### src/sv/hts_pkg.sv
// shared types, constants and marker matchers for the html tag stripper
`default_nettype none

package hts_pkg;

  localparam int unsigned NAME_MAX_DEF = 16384;

  // characters
  localparam logic [7:0] CH_SP    = 8'h20;
  localparam logic [7:0] CH_LT    = 8'h3c;
  localparam logic [7:0] CH_GT    = 8'h3e;
  localparam logic [7:0] CH_DASH  = 8'h2d;
  localparam logic [7:0] CH_SLASH = 8'h2f;

  // tag name hashes of the special tags
  localparam logic [31:0] HASH_COMMENT = 32'd441;
  localparam logic [31:0] HASH_SCRIPT  = 32'd3052;
  localparam logic [31:0] HASH_STYLE   = 32'd2268;

  // closing markers, lower case
  localparam int unsigned CMT_LEN = 3;
  localparam int unsigned SCR_LEN = 8;
  localparam int unsigned STY_LEN = 7;
  localparam logic [7:0] CMT_PAT [0:CMT_LEN-1] = '{8'h2d, 8'h2d, 8'h3e};
  localparam logic [7:0] SCR_PAT [0:SCR_LEN-1] =
    '{8'h2f, 8'h73, 8'h63, 8'h72, 8'h69, 8'h70, 8'h74, 8'h3e};
  localparam logic [7:0] STY_PAT [0:STY_LEN-1] =
    '{8'h2f, 8'h73, 8'h74, 8'h79, 8'h6c, 8'h65, 8'h3e};

  typedef enum logic [1:0] {
    MODE_TEXT    = 2'd0,
    MODE_NAME    = 2'd1,
    MODE_BODY    = 2'd2,
    MODE_SPECIAL = 2'd3
  } mode_t;

  typedef enum logic [1:0] {
    KIND_NONE    = 2'd0,
    KIND_COMMENT = 2'd1,
    KIND_SCRIPT  = 2'd2,
    KIND_STYLE   = 2'd3
  } kind_t;

  typedef struct packed {
    logic [7:0] text_byte;
    logic       end_of_text;
  } item_t;

  typedef struct packed {
    logic [7:0] clean_byte;
    logic       was_blanked;
    logic       last_out;
  } result_t;

  typedef struct packed {
    logic       done;
    logic [1:0] st;
  } cmt_match_t;

  typedef struct packed {
    logic       done;
    logic [3:0] st;
  } scr_match_t;

  typedef struct packed {
    logic       done;
    logic [2:0] st;
  } sty_match_t;

  function automatic logic [7:0] to_lower(input logic [7:0] c);
    logic [7:0] r;
    r = c;
    if (c inside {[8'h41:8'h5a]}) r = c + 8'h20;
    return r;
  endfunction

  // "-->": a dash after a partial "--" keeps the partial match
  function automatic cmt_match_t cmt_step(input logic [1:0] st, input logic [7:0] c);
    cmt_match_t r;
    logic [1:0] idx;
    idx = (st == 2'(CMT_LEN)) ? 2'd0 : st;
    r.done = 1'b0;
    r.st = 2'd0;
    if (c == CMT_PAT[idx]) begin
      if (idx == 2'(CMT_LEN - 1)) r.done = 1'b1;
      else r.st = idx + 2'd1;
    end else if (c == CH_DASH) begin
      r.st = (idx == 2'(CMT_LEN - 1)) ? 2'(CMT_LEN - 1) : 2'd1;
    end
    return r;
  endfunction

  // "/script>": the slash occurs only once, so a miss falls back to it or to zero
  function automatic scr_match_t scr_step(input logic [3:0] st, input logic [7:0] c);
    scr_match_t r;
    logic [2:0] idx;
    idx = st[3] ? 3'd0 : st[2:0];
    r.done = 1'b0;
    r.st = 4'd0;
    if (c == SCR_PAT[idx]) begin
      if (idx == 3'(SCR_LEN - 1)) r.done = 1'b1;
      else r.st = {1'b0, idx} + 4'd1;
    end else if (c == CH_SLASH) begin
      r.st = 4'd1;
    end
    return r;
  endfunction

  // "/style>": same shape as the script marker
  function automatic sty_match_t sty_step(input logic [2:0] st, input logic [7:0] c);
    sty_match_t r;
    logic [2:0] idx;
    idx = (st == 3'(STY_LEN)) ? 3'd0 : st;
    r.done = 1'b0;
    r.st = 3'd0;
    if (c == STY_PAT[idx]) begin
      if (idx == 3'(STY_LEN - 1)) r.done = 1'b1;
      else r.st = idx + 3'd1;
    end else if (c == CH_SLASH) begin
      r.st = 3'd1;
    end
    return r;
  endfunction

endpackage

`default_nettype wire

### src/sv/hts_if.sv
// valid/ready channel interfaces for text words in and cleaned words out
`default_nettype none

interface hts_in_if;
  logic       valid;
  logic       ready;
  logic [7:0] text_byte;
  logic       end_of_text;
  modport source (output valid, output text_byte, output end_of_text, input ready);
  modport sink (input valid, input text_byte, input end_of_text, output ready);
endinterface

interface hts_out_if;
  logic       valid;
  logic       ready;
  logic [7:0] clean_byte;
  logic       was_blanked;
  logic       last_out;
  modport source (output valid, output clean_byte, output was_blanked, output last_out,
                  input ready);
  modport sink (input valid, input clean_byte, input was_blanked, input last_out,
                output ready);
endinterface

`default_nettype wire

### src/sv/hts_parser.sv
// tag parser state machine: mode, tag kind, name hash and marker matchers
`default_nettype none

module hts_parser #(
  parameter int unsigned NAME_MAX = hts_pkg::NAME_MAX_DEF
) (
  input  logic          clk,
  input  logic          rst_n,
  input  logic          step_en,
  input  hts_pkg::item_t item,
  output logic          blank
);
  import hts_pkg::*;

  localparam int unsigned POS_W = $clog2(NAME_MAX + 1);

  mode_t            mode_r, mode_nxt;
  kind_t            kind_r, kind_nxt;
  logic [31:0]      hash_r, hash_nxt;
  logic [POS_W-1:0] pos_r, pos_nxt;
  logic [1:0]       cmt_r, cmt_nxt;
  logic [3:0]       scr_r, scr_nxt;
  logic [2:0]       sty_r, sty_nxt;

  logic [7:0]       lc;
  logic [POS_W-1:0] pos_inc;
  logic [POS_W+7:0] prod;
  cmt_match_t       cmt_res;
  scr_match_t       scr_res;
  sty_match_t       sty_res;
  logic             fin;
  logic             delim;

  assign lc      = to_lower(item.text_byte);
  assign cmt_res = cmt_step(cmt_r, lc);
  assign scr_res = scr_step(scr_r, lc);
  assign sty_res = sty_step(sty_r, lc);
  assign pos_inc = pos_r + POS_W'(1);
  assign prod    = pos_inc * item.text_byte;
  assign delim   = (item.text_byte == CH_SP) || (item.text_byte == CH_GT);

  // next state
  always_comb begin
    mode_nxt = mode_r;
    kind_nxt = kind_r;
    hash_nxt = hash_r;
    pos_nxt  = pos_r;
    cmt_nxt  = cmt_r;
    scr_nxt  = scr_r;
    sty_nxt  = sty_r;
    fin      = 1'b0;
    case (mode_r)
      MODE_TEXT: begin
        if (item.text_byte == CH_LT) begin
          cmt_nxt  = '0;
          scr_nxt  = '0;
          sty_nxt  = '0;
          kind_nxt = KIND_NONE;
          pos_nxt  = POS_W'(1);
          hash_nxt = 32'(CH_LT);
          mode_nxt = MODE_NAME;
        end
      end
      MODE_NAME: begin
        cmt_nxt = cmt_res.st;
        scr_nxt = scr_res.st;
        sty_nxt = sty_res.st;
        if (delim) begin
          if (hash_r == HASH_COMMENT) kind_nxt = KIND_COMMENT;
          else if (hash_r == HASH_SCRIPT) kind_nxt = KIND_SCRIPT;
          else if (hash_r == HASH_STYLE) kind_nxt = KIND_STYLE;
          else kind_nxt = KIND_NONE;
          case (kind_nxt)
            KIND_COMMENT: fin = cmt_res.done;
            KIND_SCRIPT:  fin = scr_res.done;
            KIND_STYLE:   fin = sty_res.done;
            default:      fin = (item.text_byte == CH_GT);
          endcase
          if (fin) mode_nxt = MODE_TEXT;
          else if (kind_nxt == KIND_NONE) mode_nxt = MODE_BODY;
          else mode_nxt = MODE_SPECIAL;
        end else if (pos_r < POS_W'(NAME_MAX)) begin
          pos_nxt  = pos_inc;
          hash_nxt = hash_r + 32'(prod);
        end
      end
      MODE_BODY: begin
        if (item.text_byte == CH_GT) mode_nxt = MODE_TEXT;
      end
      MODE_SPECIAL: begin
        case (kind_r)
          KIND_COMMENT: begin
            cmt_nxt = cmt_res.st;
            fin     = cmt_res.done;
          end
          KIND_SCRIPT: begin
            scr_nxt = scr_res.st;
            fin     = scr_res.done;
          end
          KIND_STYLE: begin
            sty_nxt = sty_res.st;
            fin     = sty_res.done;
          end
          default: fin = 1'b1;
        endcase
        if (fin) mode_nxt = MODE_TEXT;
      end
      default: mode_nxt = MODE_TEXT;
    endcase
    if (mode_nxt == MODE_TEXT) begin
      kind_nxt = KIND_NONE;
      cmt_nxt  = '0;
      scr_nxt  = '0;
      sty_nxt  = '0;
    end
    if (item.end_of_text) begin
      mode_nxt = MODE_TEXT;
      kind_nxt = KIND_NONE;
      hash_nxt = '0;
      pos_nxt  = '0;
      cmt_nxt  = '0;
      scr_nxt  = '0;
      sty_nxt  = '0;
    end
  end

  // outputs
  always_comb begin
    blank = (mode_r != MODE_TEXT) || (item.text_byte == CH_LT);
  end

  always_ff @(posedge clk) begin
    if (!rst_n) begin
      mode_r <= MODE_TEXT;
      kind_r <= KIND_NONE;
      hash_r <= '0;
      pos_r  <= '0;
      cmt_r  <= '0;
      scr_r  <= '0;
      sty_r  <= '0;
    end else if (step_en) begin
      mode_r <= mode_nxt;
      kind_r <= kind_nxt;
      hash_r <= hash_nxt;
      pos_r  <= pos_nxt;
      cmt_r  <= cmt_nxt;
      scr_r  <= scr_nxt;
      sty_r  <= sty_nxt;
    end
  end

endmodule

`default_nettype wire

### src/sv/hts_out_reg.sv
// result register driving the output channel
`default_nettype none

module hts_out_reg (
  input  logic             clk,
  input  logic             rst_n,
  input  logic             load,
  input  hts_pkg::result_t res,
  output logic             can_load,
  hts_out_if.source        out_chan
);
  import hts_pkg::*;

  logic    valid_r;
  result_t res_r;

  assign can_load             = !valid_r || out_chan.ready;
  assign out_chan.valid       = valid_r;
  assign out_chan.clean_byte  = res_r.clean_byte;
  assign out_chan.was_blanked = res_r.was_blanked;
  assign out_chan.last_out    = res_r.last_out;

  always_ff @(posedge clk) begin
    if (!rst_n) begin
      valid_r <= 1'b0;
    end else if (load) begin
      valid_r <= 1'b1;
    end else if (out_chan.ready) begin
      valid_r <= 1'b0;
    end
  end

  always_ff @(posedge clk) begin
    if (load) begin
      res_r <= res;
    end
  end

endmodule

`default_nettype wire

### src/sv/html_tag_stripper.sv
// top level of the html tag stripper
`default_nettype none

// Streams page text one byte per word and returns every byte either as it
// came or as a space when it falls inside markup. A '<' opens a tag whose
// name runs to the first space or '>'; comment, script and style tags (told
// apart by a position-weighted hash of the name) are blanked through their
// case-insensitive closing marker, any other tag through the next '>'. An
// open tag at end_of_text is blanked to the last byte and the parser then
// starts afresh. One word is taken every clock while the sink keeps up, and
// each word gives exactly one result word. A word is held in the input
// register and then in the output register; the parser state loop updates
// for a byte as it moves. The input register is freed as its word moves
// into the output register, so a new word is taken while a finished
// result still waits for the sink.

module html_tag_stripper #(
  parameter int unsigned NAME_MAX = hts_pkg::NAME_MAX_DEF
) (
  input  logic      clk,
  input  logic      rst_n,
  hts_in_if.sink    in_chan,
  hts_out_if.source out_chan
);
  import hts_pkg::*;

  // input register
  logic    in_valid_r;
  item_t   item_r;

  // handshake between the stages
  logic    can_load;
  logic    step_go;
  logic    blank;
  result_t res;

  // a word moves on when the result register is free or being emptied
  assign step_go       = in_valid_r && can_load;
  assign in_chan.ready = !in_valid_r || step_go;

  always_ff @(posedge clk) begin
    if (!rst_n) begin
      in_valid_r <= 1'b0;
    end else if (in_chan.valid && in_chan.ready) begin
      in_valid_r <= 1'b1;
    end else if (step_go) begin
      in_valid_r <= 1'b0;
    end
  end

  // payload needs no reset
  always_ff @(posedge clk) begin
    if (in_chan.valid && in_chan.ready) begin
      item_r.text_byte   <= in_chan.text_byte;
      item_r.end_of_text <= in_chan.end_of_text;
    end
  end

  // parser state advances once per word passed on
  hts_parser #(
    .NAME_MAX (NAME_MAX)
  ) u_parser (
    .clk     (clk),
    .rst_n   (rst_n),
    .step_en (step_go),
    .item    (item_r),
    .blank   (blank)
  );

  // blanked bytes become spaces
  always_comb begin
    res.clean_byte  = blank ? CH_SP : item_r.text_byte;
    res.was_blanked = blank;
    res.last_out    = item_r.end_of_text;
  end

  hts_out_reg u_out_reg (
    .clk      (clk),
    .rst_n    (rst_n),
    .load     (step_go),
    .res      (res),
    .can_load (can_load),
    .out_chan (out_chan)
  );

endmodule

`default_nettype wire

### src/flat_wrapper.sv
// flat-port wrapper written by rule: the top's interface ports become plain ports
module html_tag_stripper_flat import hts_pkg::*;
#(
  parameter int unsigned NAME_MAX = hts_pkg::NAME_MAX_DEF
)
  (clk, rst_n, in_chan_valid, in_chan_text_byte, in_chan_end_of_text, in_chan_ready, out_chan_valid, out_chan_clean_byte, out_chan_was_blanked, out_chan_last_out, out_chan_ready);
  hts_in_if in_chan_i ();
  hts_out_if out_chan_i ();
  input  logic clk;
  input  logic rst_n;
  input wire logic [$bits(in_chan_i.valid)-1:0] in_chan_valid;
  input wire logic [$bits(in_chan_i.text_byte)-1:0] in_chan_text_byte;
  input wire logic [$bits(in_chan_i.end_of_text)-1:0] in_chan_end_of_text;
  output wire logic [$bits(in_chan_i.ready)-1:0] in_chan_ready;
  output wire logic [$bits(out_chan_i.valid)-1:0] out_chan_valid;
  output wire logic [$bits(out_chan_i.clean_byte)-1:0] out_chan_clean_byte;
  output wire logic [$bits(out_chan_i.was_blanked)-1:0] out_chan_was_blanked;
  output wire logic [$bits(out_chan_i.last_out)-1:0] out_chan_last_out;
  input wire logic [$bits(out_chan_i.ready)-1:0] out_chan_ready;
  assign in_chan_i.valid = in_chan_valid;
  assign in_chan_i.text_byte = in_chan_text_byte;
  assign in_chan_i.end_of_text = in_chan_end_of_text;
  assign in_chan_ready = in_chan_i.ready;
  assign out_chan_valid = out_chan_i.valid;
  assign out_chan_clean_byte = out_chan_i.clean_byte;
  assign out_chan_was_blanked = out_chan_i.was_blanked;
  assign out_chan_last_out = out_chan_i.last_out;
  assign out_chan_i.ready = out_chan_ready;
  html_tag_stripper #(.NAME_MAX(NAME_MAX)) u_core (.clk(clk), .rst_n(rst_n), .in_chan(in_chan_i), .out_chan(out_chan_i));
endmodule
### config.mk
export PLATFORM = sky130hd
export DESIGN_NAME = html_tag_stripper_flat
export DESIGN_NICKNAME = d
export VERILOG_FILES = /design/src/sv/hts_pkg.sv /design/src/sv/hts_if.sv /design/src/sv/hts_parser.sv /design/src/sv/hts_out_reg.sv /design/src/sv/html_tag_stripper.sv /design/src/flat_wrapper.sv
export SDC_FILE = /design/constraint.sdc
export NUM_CORES = 1
export LEC_CHECK = 0
export BUFFER_PORTS_ARGS = -buffer_cell sky130_fd_sc_hd__buf_2
export CAP_MARGIN = 10
export CORE_UTILIZATION = 25
export DETAILED_ROUTE_END_ITERATION = 6
export PLACE_DENSITY = 0.36
export SYNTH_ARGS = -nofsm -noshare
export SYNTH_HDL_FRONTEND = slang
export SYNTH_SLANG_ARGS = --single-unit
### constraint.sdc
create_clock -name clk -period 9.71 [get_ports clk]
set_input_delay 0.971 -clock clk [delete_from_list [all_inputs] [get_ports clk]]
set_output_delay 0.971 -clock clk [all_outputs]
set_load 0.005 [all_outputs]
==> summary.md, run 1 <==
| Metric | Value |
|---|---|
| Residual DRC | 8 |
| Hold Path Sink | u_core.u_parser.pos_r[13]$_SDFFE_PN0P_ |
| Reg2reg path depth | 21 |
| CTS Root Cell | clkbuf_16 |
| Die W | a little under 200 um |
| Routed vias/inst | 4.61 |
| Setup CP Type | reg -> reg |
| CTS tree | done |
| Post-route setup TNS | 0 ns |
| Startpoint Class | register |
| Core area | ~36000 sq um |
| Die ar. | 37200 sq um |
| Min Tclk post-route | around 7.5 ns |
| Flops & latches, synth | a little over 80 |
| Max-Cap Viols | 0 |
| Post-DP HPWL | between 20000 and 25000 um |
| Clk slew on worst S/H paths | approximately 0.08 ns |
| Combinational power share | between 10% and 20% |
| Filler instances | 3948 |
| Avg Cell Area, Syn | between 8 and 9 sq um |
| Max Fclk | around 130 MHz |
| Reg-to-reg endpoint | u_core.u_parser.hash_r[22]$_SDFFE_PN0P_ |
| Min-Delay Path Depth | 2 |
| Required @ worst endpoint | between 9 and 10 ns |
| Post-CTS setup buffers | 0 |
| RSZ-0062 raised after global routing | no |
| Share of layout cells above drive strength 1 | roughly 6.2% |
| Final Wtd Congestion | around 0.8 |
| Switch Pwr | between 0.0002 and 0.00025 W |
| Final Setup Violations | 0 |
| R2r setup slk | about 2.2 ns |
| Post-CTS Resized | 0 |
| Nets@finish | 1264 |
| Rel. slew slack | roughly 25% |
| Final period util | ~77% |
| Syn_nets | about 1300 |
| H-tree level count | 3 |
| Number of global-route vias before repair | 7392 |
| Clk pwr share | 43.6% |
| Top_reg_cell synth | dfxtp_1 |
| EDFF count, synth | 19 |
| Type of the worst min-delay path | reg -> reg |
| Failing checks | DRC |
| Status | finished, violations left |
| Grt ovf | 0 |
| TritonCTS Buffers | 9 |
| Sequential group share of total power | 45.5% |
| Count of input and output buffers | 24 |
| Gr usage total | 15.7% |
| Largest net degree at the start of global routing | 61 |
| Starting density of the core | about a quarter |
| Pins Over Slew Limit | 0 |
| Asr flop ratio synth | 0% |
| Leakage | 4.48 nW |
| Final Hold Fails | 0 |
| Post-Synthesis Cells | roughly 1100 |
| Pint | around 0.00055 W |
| Critical Path End Type | register |
| Slew @ Worst Pin | around 1.1 ns |
| Clk_lat worst skew | approximately 0.37 ns |
| # hold bufs at CTS | 0 |
| Routed vias | between 7000 and 8000 |
| FP Rows | 69 |
| Data arrival, critical path | roughly 7.8 ns |
| Maximum VDD drop | between 0.08 and 0.09 mV |
| YS warnings | 0 |
| Clk sinks | between 80 and 90 |
| Overall Power | just under 0.0008 W |
| Register Area | 1810 sq um |
| Area growth syn-to-layout | 10.3% |
| Mapped cell area | 9120 sq um |
| Clk buf depth | 2 |
| DR WL/cell | ~17 um |
| Min-delay src | u_core.u_parser.pos_r[13]$_SDFFE_PN0P_ |
| Routed WL | roughly 27000 um |
| Post-DRT Antenna Nets | 0 |
| Register area share after synthesis | 19.9% |
| Initial antenna violation count | 0 |
| Worst r2r src | u_core.u_parser.pos_r[0]$_SDFFE_PN0P_ |
| Area of the multi-input gates | about 6500 sq um |
| First DRT Iteration DRCs | just under 400 |
| PD cells | roughly 78 nW/um^2 |
| I/O pin cnt | 25 |
| Distinct cells, synth | 69 |
| TritonRoute pass-1 iters | 7 |
| CP max FO | 13 |
| Switch share | 29.1% |
| Worst Clk Skew | 0.0135 ns |
| Global-route wire length before repair | between 40000 and 50000 um |
| Util after Layout | between 20 and 30% |
| Die height | a little under 200 um |
## flip-flops by register name, summed over array words and instances, names as in the netlist
register	cells
u_core.u_parser.hash_r	32
u_core.in_valid_r	1
u_core.u_parser.kind_r	2
u_core.u_out_reg.out_chan.clean_byte	8
u_core.item_r	9
u_core.u_parser.cmt_r	2
u_core.u_out_reg.out_chan.valid	1
u_core.u_parser.mode_r	2
u_core.u_out_reg.out_chan.last_out	1
u_core.u_parser.sty_r	3
u_core.u_out_reg.out_chan.was_blanked	1
u_core.u_parser.scr_r	4
u_core.u_parser.pos_r	15
## cell usage after synthesis (4+ instances only)
library cell / number / area (sq um)
inv_1: 178 / 668
fa_1: 99 / 1980
nor2b_1: 75 / 469
nand2_1: 72 / 270
ha_1: 65 / 813
dfxtp_1: 62 / 1240
nor2_1: 58 / 218
and2_1: 51 / 319
a21oi_1: 42 / 210
clkbuf_1: 42 / 158
o21ai_0: 38 / 190
xnor2_1: 31 / 272
nand2b_1: 25 / 156
nand3_1: 22 / 110
nor3_1: 21 / 105
edfxtp_1: 19 / 571
and3_1: 16 / 100
xor2_1: 14 / 123
a21o_1: 12 / 90.1
a22oi_1: 11 / 82.6
nand4_1: 10 / 62.6
a21boi_0: 9 / 67.6
or3_1: 8 / 50.1
nor4_1: 6 / 37.5
o211ai_1: 6 / 45.0
a31oi_1: 5 / 31.3
a32o_1: 5 / 50.1
o21a_1: 5 / 37.5
mux2i_1: 4 / 40.0
o31ai_1: 4 / 30.0
## per-stage QoR
stage	hold slack (ns)	std cells	worst slack [ns]	instance area, sq um
3_3_place_gp	0.488	1537	2.28	9790
5_1_grt	0.524	1553	1.68	10100
2_1_floorplan	0.453	1077	3.37	9120
6_report	0.493	1554	2.20	10100
3_5_place_dp	0.489	1537	2.24	9790
4_1_cts	0.498	1553	2.21	10100
## placed cells by master (no fill, tap or decap), types with 4 or more instances in the layout
master     instances
a21o_1            12
a31oi_1            5
xor2_1            14
and2_1            51
nand4_1           10
xnor2_1           31
buf_2             24
clkbuf_16          9
nor3_1            21
nor2b_1           75
a32o_1             5
mux2i_1            4
o31ai_1            4
a21oi_1           42
edfxtp_1          19
nand3_1           22
nand2b_1          24
fa_1              99
nor4_1             6
o21ai_0           38
or3_1              8
and3_1            16
a22oi_1           11
inv_1            178
nor2_1            57
buf_4             18
ha_1              65
o21a_1             5
o211ai_1           6
a21boi_0           9
nand2_1           72
dfxtp_1           62
## cell type report
cell class | count | area share (%)
Antenna cell | 1 | 0.0249
Clock buffer | 10 | 2.28
Clock inverter | 6 | 0.423
Inverter | 178 | 6.64
Multi-Input combinational cell | 775 | 64.4
Sequential cell | 81 | 18.0
Tap cell | 461 | 5.73
Timing Repair Buffer | 42 | 2.54
## metal layers
layer	global-route usage, %	part of all wire (%)	wire [um]
met1	22.2	51	13700
met2	24.6	45	12200
met3	1.59	2.0	535
met4	5.65	2.2	603
met5	0	0	0
## cell families after synthesis
| kind of cell | synth area share [%] |
|---|---|
| AND/OR/NAND/NOR | 23.4 |
| multiplexers | 0.439 |
| XOR/XNOR | 4.32 |
| AO/OA/AOI/OAI | 12.1 |
| adder cells (fa/ha/maj) | 30.7 |
| flip-flops | 19.9 |
| buffers and inverters | 9.18 |
## power groups by stage
stage          Clock, W  Sequential [W]  Combinational [W]
6_report       0.000341        0.000356          0.0000854
5_1_grt        0.000365        0.000357          0.0000955
4_1_cts        0.000354        0.000356          0.0000877
3_5_place_dp          0        0.000364          0.0000870
3_3_place_gp          0        0.000364          0.0000875
2_1_floorplan         0        0.000361          0.0000546
## worst max-delay path by stage
stage                                               start                                       to  slack (ns)  cells past startpoint
floorplan           u_core.u_parser.pos_r[2]$_SDFFE_PN0P_  u_core.u_parser.hash_r[22]$_SDFFE_PN0P_        3.37                     24
global placement    u_core.u_parser.pos_r[0]$_SDFFE_PN0P_  u_core.u_parser.hash_r[22]$_SDFFE_PN0P_        2.28                     21
detailed placement  u_core.u_parser.pos_r[0]$_SDFFE_PN0P_  u_core.u_parser.hash_r[22]$_SDFFE_PN0P_        2.24                     21
CTS                 u_core.u_parser.pos_r[0]$_SDFFE_PN0P_  u_core.u_parser.hash_r[22]$_SDFFE_PN0P_        2.21                     21
global route        u_core.u_parser.pos_r[0]$_SDFFE_PN0P_  u_core.u_parser.hash_r[31]$_SDFFE_PN0P_        1.68                     24
finish              u_core.u_parser.pos_r[0]$_SDFFE_PN0P_  u_core.u_parser.hash_r[22]$_SDFFE_PN0P_        2.20                     21
## critical path, stage by stage, from the launching register on
cell,delay (ns)
dfxtp_1,0.59
ha_1,0.33
and3_1,0.31
and3_1,0.29
and3_1,0.27
xor2_1,0.58
and2_1,0.23
fa_1,0.43
fa_1,0.54
fa_1,0.56
inv_1,0.06
fa_1,0.53
inv_1,0.04
ha_1,0.34
a21o_1,0.19
a21o_1,0.20
a21o_1,0.20
o41ai_1,0.86
nor2_1,0.10
or4_1,0.49
a32oi_1,0.20
nor2b_1,0.07
(Power assumes the default switching activity.)
==> run 2, diff against run 1 <==
- clock period: 9.71 -> 7 ns (I/O delays scaled with it)
==> run 2 against run 1 <==
  * The flow still finishes with violations (DRC)
  * Global-route usage decreased by 0.092 points
  * Clock power up 43%
  * Core utilization rose by 0.36 points
  * Count of clock-buffer cells in the layout shrank 1
  * Largest power group unchanged
==> summary.md, run 2 (synthesized netlist as in run 1, its figures left out) <==
| Metric | Value |
|---|---|
| Rel. slew slack | a little over a third |
| Pins Over Slew Limit | 0 |
| Kind of cell adding the most delay to the critical path | adder cells |
| Count of input and output buffers | 24 |
| Largest register by flop count | u_core.u_parser.hash_r |
| Status | finished, violations left |
| Post-DRT Antenna Nets | 0 |
| Max-Cap Viols | 0 |
| First DRT Iteration DRCs | 291 |
| RSZ-0062 raised after global routing | no |
| Biggest regs | u_core.u_parser.hash_r x32, u_core.u_parser.pos_r x15, u_core.item_r x9 |
| Clk slew on worst S/H paths | ~0.08 ns |
| Commonest non-fill, non-tap cell in the layout | inv_1 |
| Die height | slightly below 200 um |
| R2r setup slk | between 0.4 and 0.5 ns |
| Critical path endpoint | u_core.u_parser.hash_r[22]$_SDFFE_PN0P_ |
| Most frequent cells in the layout | inv_1, fa_1, nor2b_1 |
| Type of the worst min-delay path | reg -> reg |
| Startpoint Class | register |
| Maximum VDD drop | between 0.1 and 0.15 mV |
| Max incr delay on CP | 0.54 ns |
| Min-Delay Path Depth | 1 |
| TritonRoute pass-1 iters | 7 |
| Post-DP HPWL | approximately 20000 um |
| Core area | between 30000 and 40000 sq um |
| Clk buf depth | 2 |
| Gr usage total | roughly 16% |
| CTS Root Cell | clkbuf_16 |
| CTS tree | done |
| Logic depth of the worst path, buffers included | 27 |
| Worst Clk Skew | around 0.013 ns |
| Failing checks | DRC |
| Post-route setup TNS | 0 ns |
| CP max FO | 9 |
| PD cells | about 110 nW/um^2 |
| Post-CTS setup buffers | 0 |
| Worst path bufs/invs | 5 |
| Share of layout cells above drive strength 1 | under 10% |
| Final period util | between 90% and 100% |
| Residual DRC | 4 |
| Max Fclk | approximately 150 MHz |
| Area growth syn-to-layout | 11.8% |
| Nets@finish | 1275 |
| Data arrival, critical path | slightly below 7 ns |
| Critical Path End Type | register |
| Starting density of the core | between 20% and 30% |
| Overall Power | between 0.001 and 0.0015 W |
| Crit. Startpoint | u_core.u_parser.pos_r[2]$_SDFFE_PN0P_ |
| FP Rows | 69 |
| Max reg flops | 32 |
| Slew @ Worst Pin | about 0.97 ns |
| Worst r2r src | u_core.u_parser.pos_r[2]$_SDFFE_PN0P_ |
| Global-route wire length before repair | approximately 44000 um |
| Reg2reg path depth | 27 |
| Clk_lat worst skew | 0.37 ns |
| Largest net degree at the start of global routing | 61 |
| Routed vias/inst | about 4.6 |
| Required @ worst endpoint | a little over 7 ns |
| # hold bufs at CTS | 0 |
| Reg-to-reg endpoint | u_core.u_parser.hash_r[22]$_SDFFE_PN0P_ |
| Initial antenna violation count | 0 |
| DR WL/cell | approximately 17 um |
| Routed WL | around 27000 um |
| Min Tclk post-route | 6.52 ns |
| Grt ovf | 0 |
| TritonCTS Buffers | 9 |
| Number of global-route vias before repair | around 7500 |
| Leakage | between 4 and 5 nW |
| Final Setup Violations | 0 |
| Max stage delay cell, worst path | fa_1 |
| N_diodes | 0 |
| Setup CP Type | reg -> reg |
| Final Hold Fails | 0 |
| Routed vias | roughly 7300 |
| I/O pin cnt | 25 |
| Final Wtd Congestion | 0.785 |
| Clk sinks | ~80 |
| H-tree level count | 3 |
| Die ar. | 37200 sq um |
| Die W | 193 um |
run 2: cell types whose count changed in the layout (fill, tap and decap cells not counted), sizes merged:
| cell | change |
|---|---|
| inv | +2 |
| buf | +11 |
| clkbuf | -1 |
| clkinvlp | -1 |
| diode | -1 |
run 2: worst register-to-register path, delay by kind of cell, from the launching register on:
kind	cells	cell delay, ns
buffers and inverters	5	0.53
AND/OR/NAND/NOR	10	1.89
flip-flops	1	0.42
AO/OA/AOI/OAI	6	1.13
adder cells (fa/ha/maj)	5	2.30
XOR/XNOR	1	0.16
run 2: timing repair:
item                       CTS  global route
cloned                       0             0
gates resized for setup      1             5
setup endpoints to repair    1             8
run 2: power breakdown:
part           internal (W)  switching, W
Clock              0.000248      0.000240
Sequential         0.000486     0.0000140
Combinational     0.0000414     0.0000697
run 2: layer usage:
layer / GRT usage, % / vias to the layer above / share of wire [%]
met2: 25.8 / 80 / 48
met5: 0 / - / 0
met3: 1.48 / 19 / 1.9
li1: - / 3544 / -
met1: 21.5 / 3618 / 49
met4: 4.21 / 0 / 1.6
run 2: layout make-up:
type | instances | area (sq um)
inverters | 178 | 668
clock buffers | 9 | 225
repair buffers | 53 | 338
clock inverters | 7 | 60.1
well taps | 461 | 577
multi-input cells | 775 | 6510
fillers | 3863 | 25600
flip-flops and latches | 81 | 1810
run 2: worst min-delay path by stage:
stage,startpoint,end,slack [ns]
after floorplan,u_core.u_parser.hash_r[15]$_SDFFE_PN0P_,u_core.u_parser.hash_r[15]$_SDFFE_PN0P_,0.45
after global placement,u_core.u_parser.hash_r[27]$_SDFFE_PN0P_,u_core.u_parser.hash_r[27]$_SDFFE_PN0P_,0.49
after detailed placement,u_core.u_parser.scr_r[0]$_SDFFE_PN0P_,u_core.u_parser.scr_r[0]$_SDFFE_PN0P_,0.50
after CTS,in_chan_end_of_text,u_core.item_r[0]$_DFFE_PP_,0.48
after global routing,in_chan_end_of_text,u_core.item_r[0]$_DFFE_PP_,0.49
final,u_core.u_parser.scr_r[0]$_SDFFE_PN0P_,u_core.u_parser.scr_r[0]$_SDFFE_PN0P_,0.50
run 2: stage by stage:
stage	cell area (sq um)	instances	utilization (%)	hold slack [ns]	worst slack, ns
floorplan	9120	1077	-	0.453	0.656
global placement	9870	1548	27.6	0.488	0.180
detailed placement	9870	1548	27.6	0.495	0.0276
CTS	10200	1564	28.4	0.484	0.246
global route	10200	1564	28.5	0.491	0.0132
finish	10200	1564	28.5	0.501	0.482
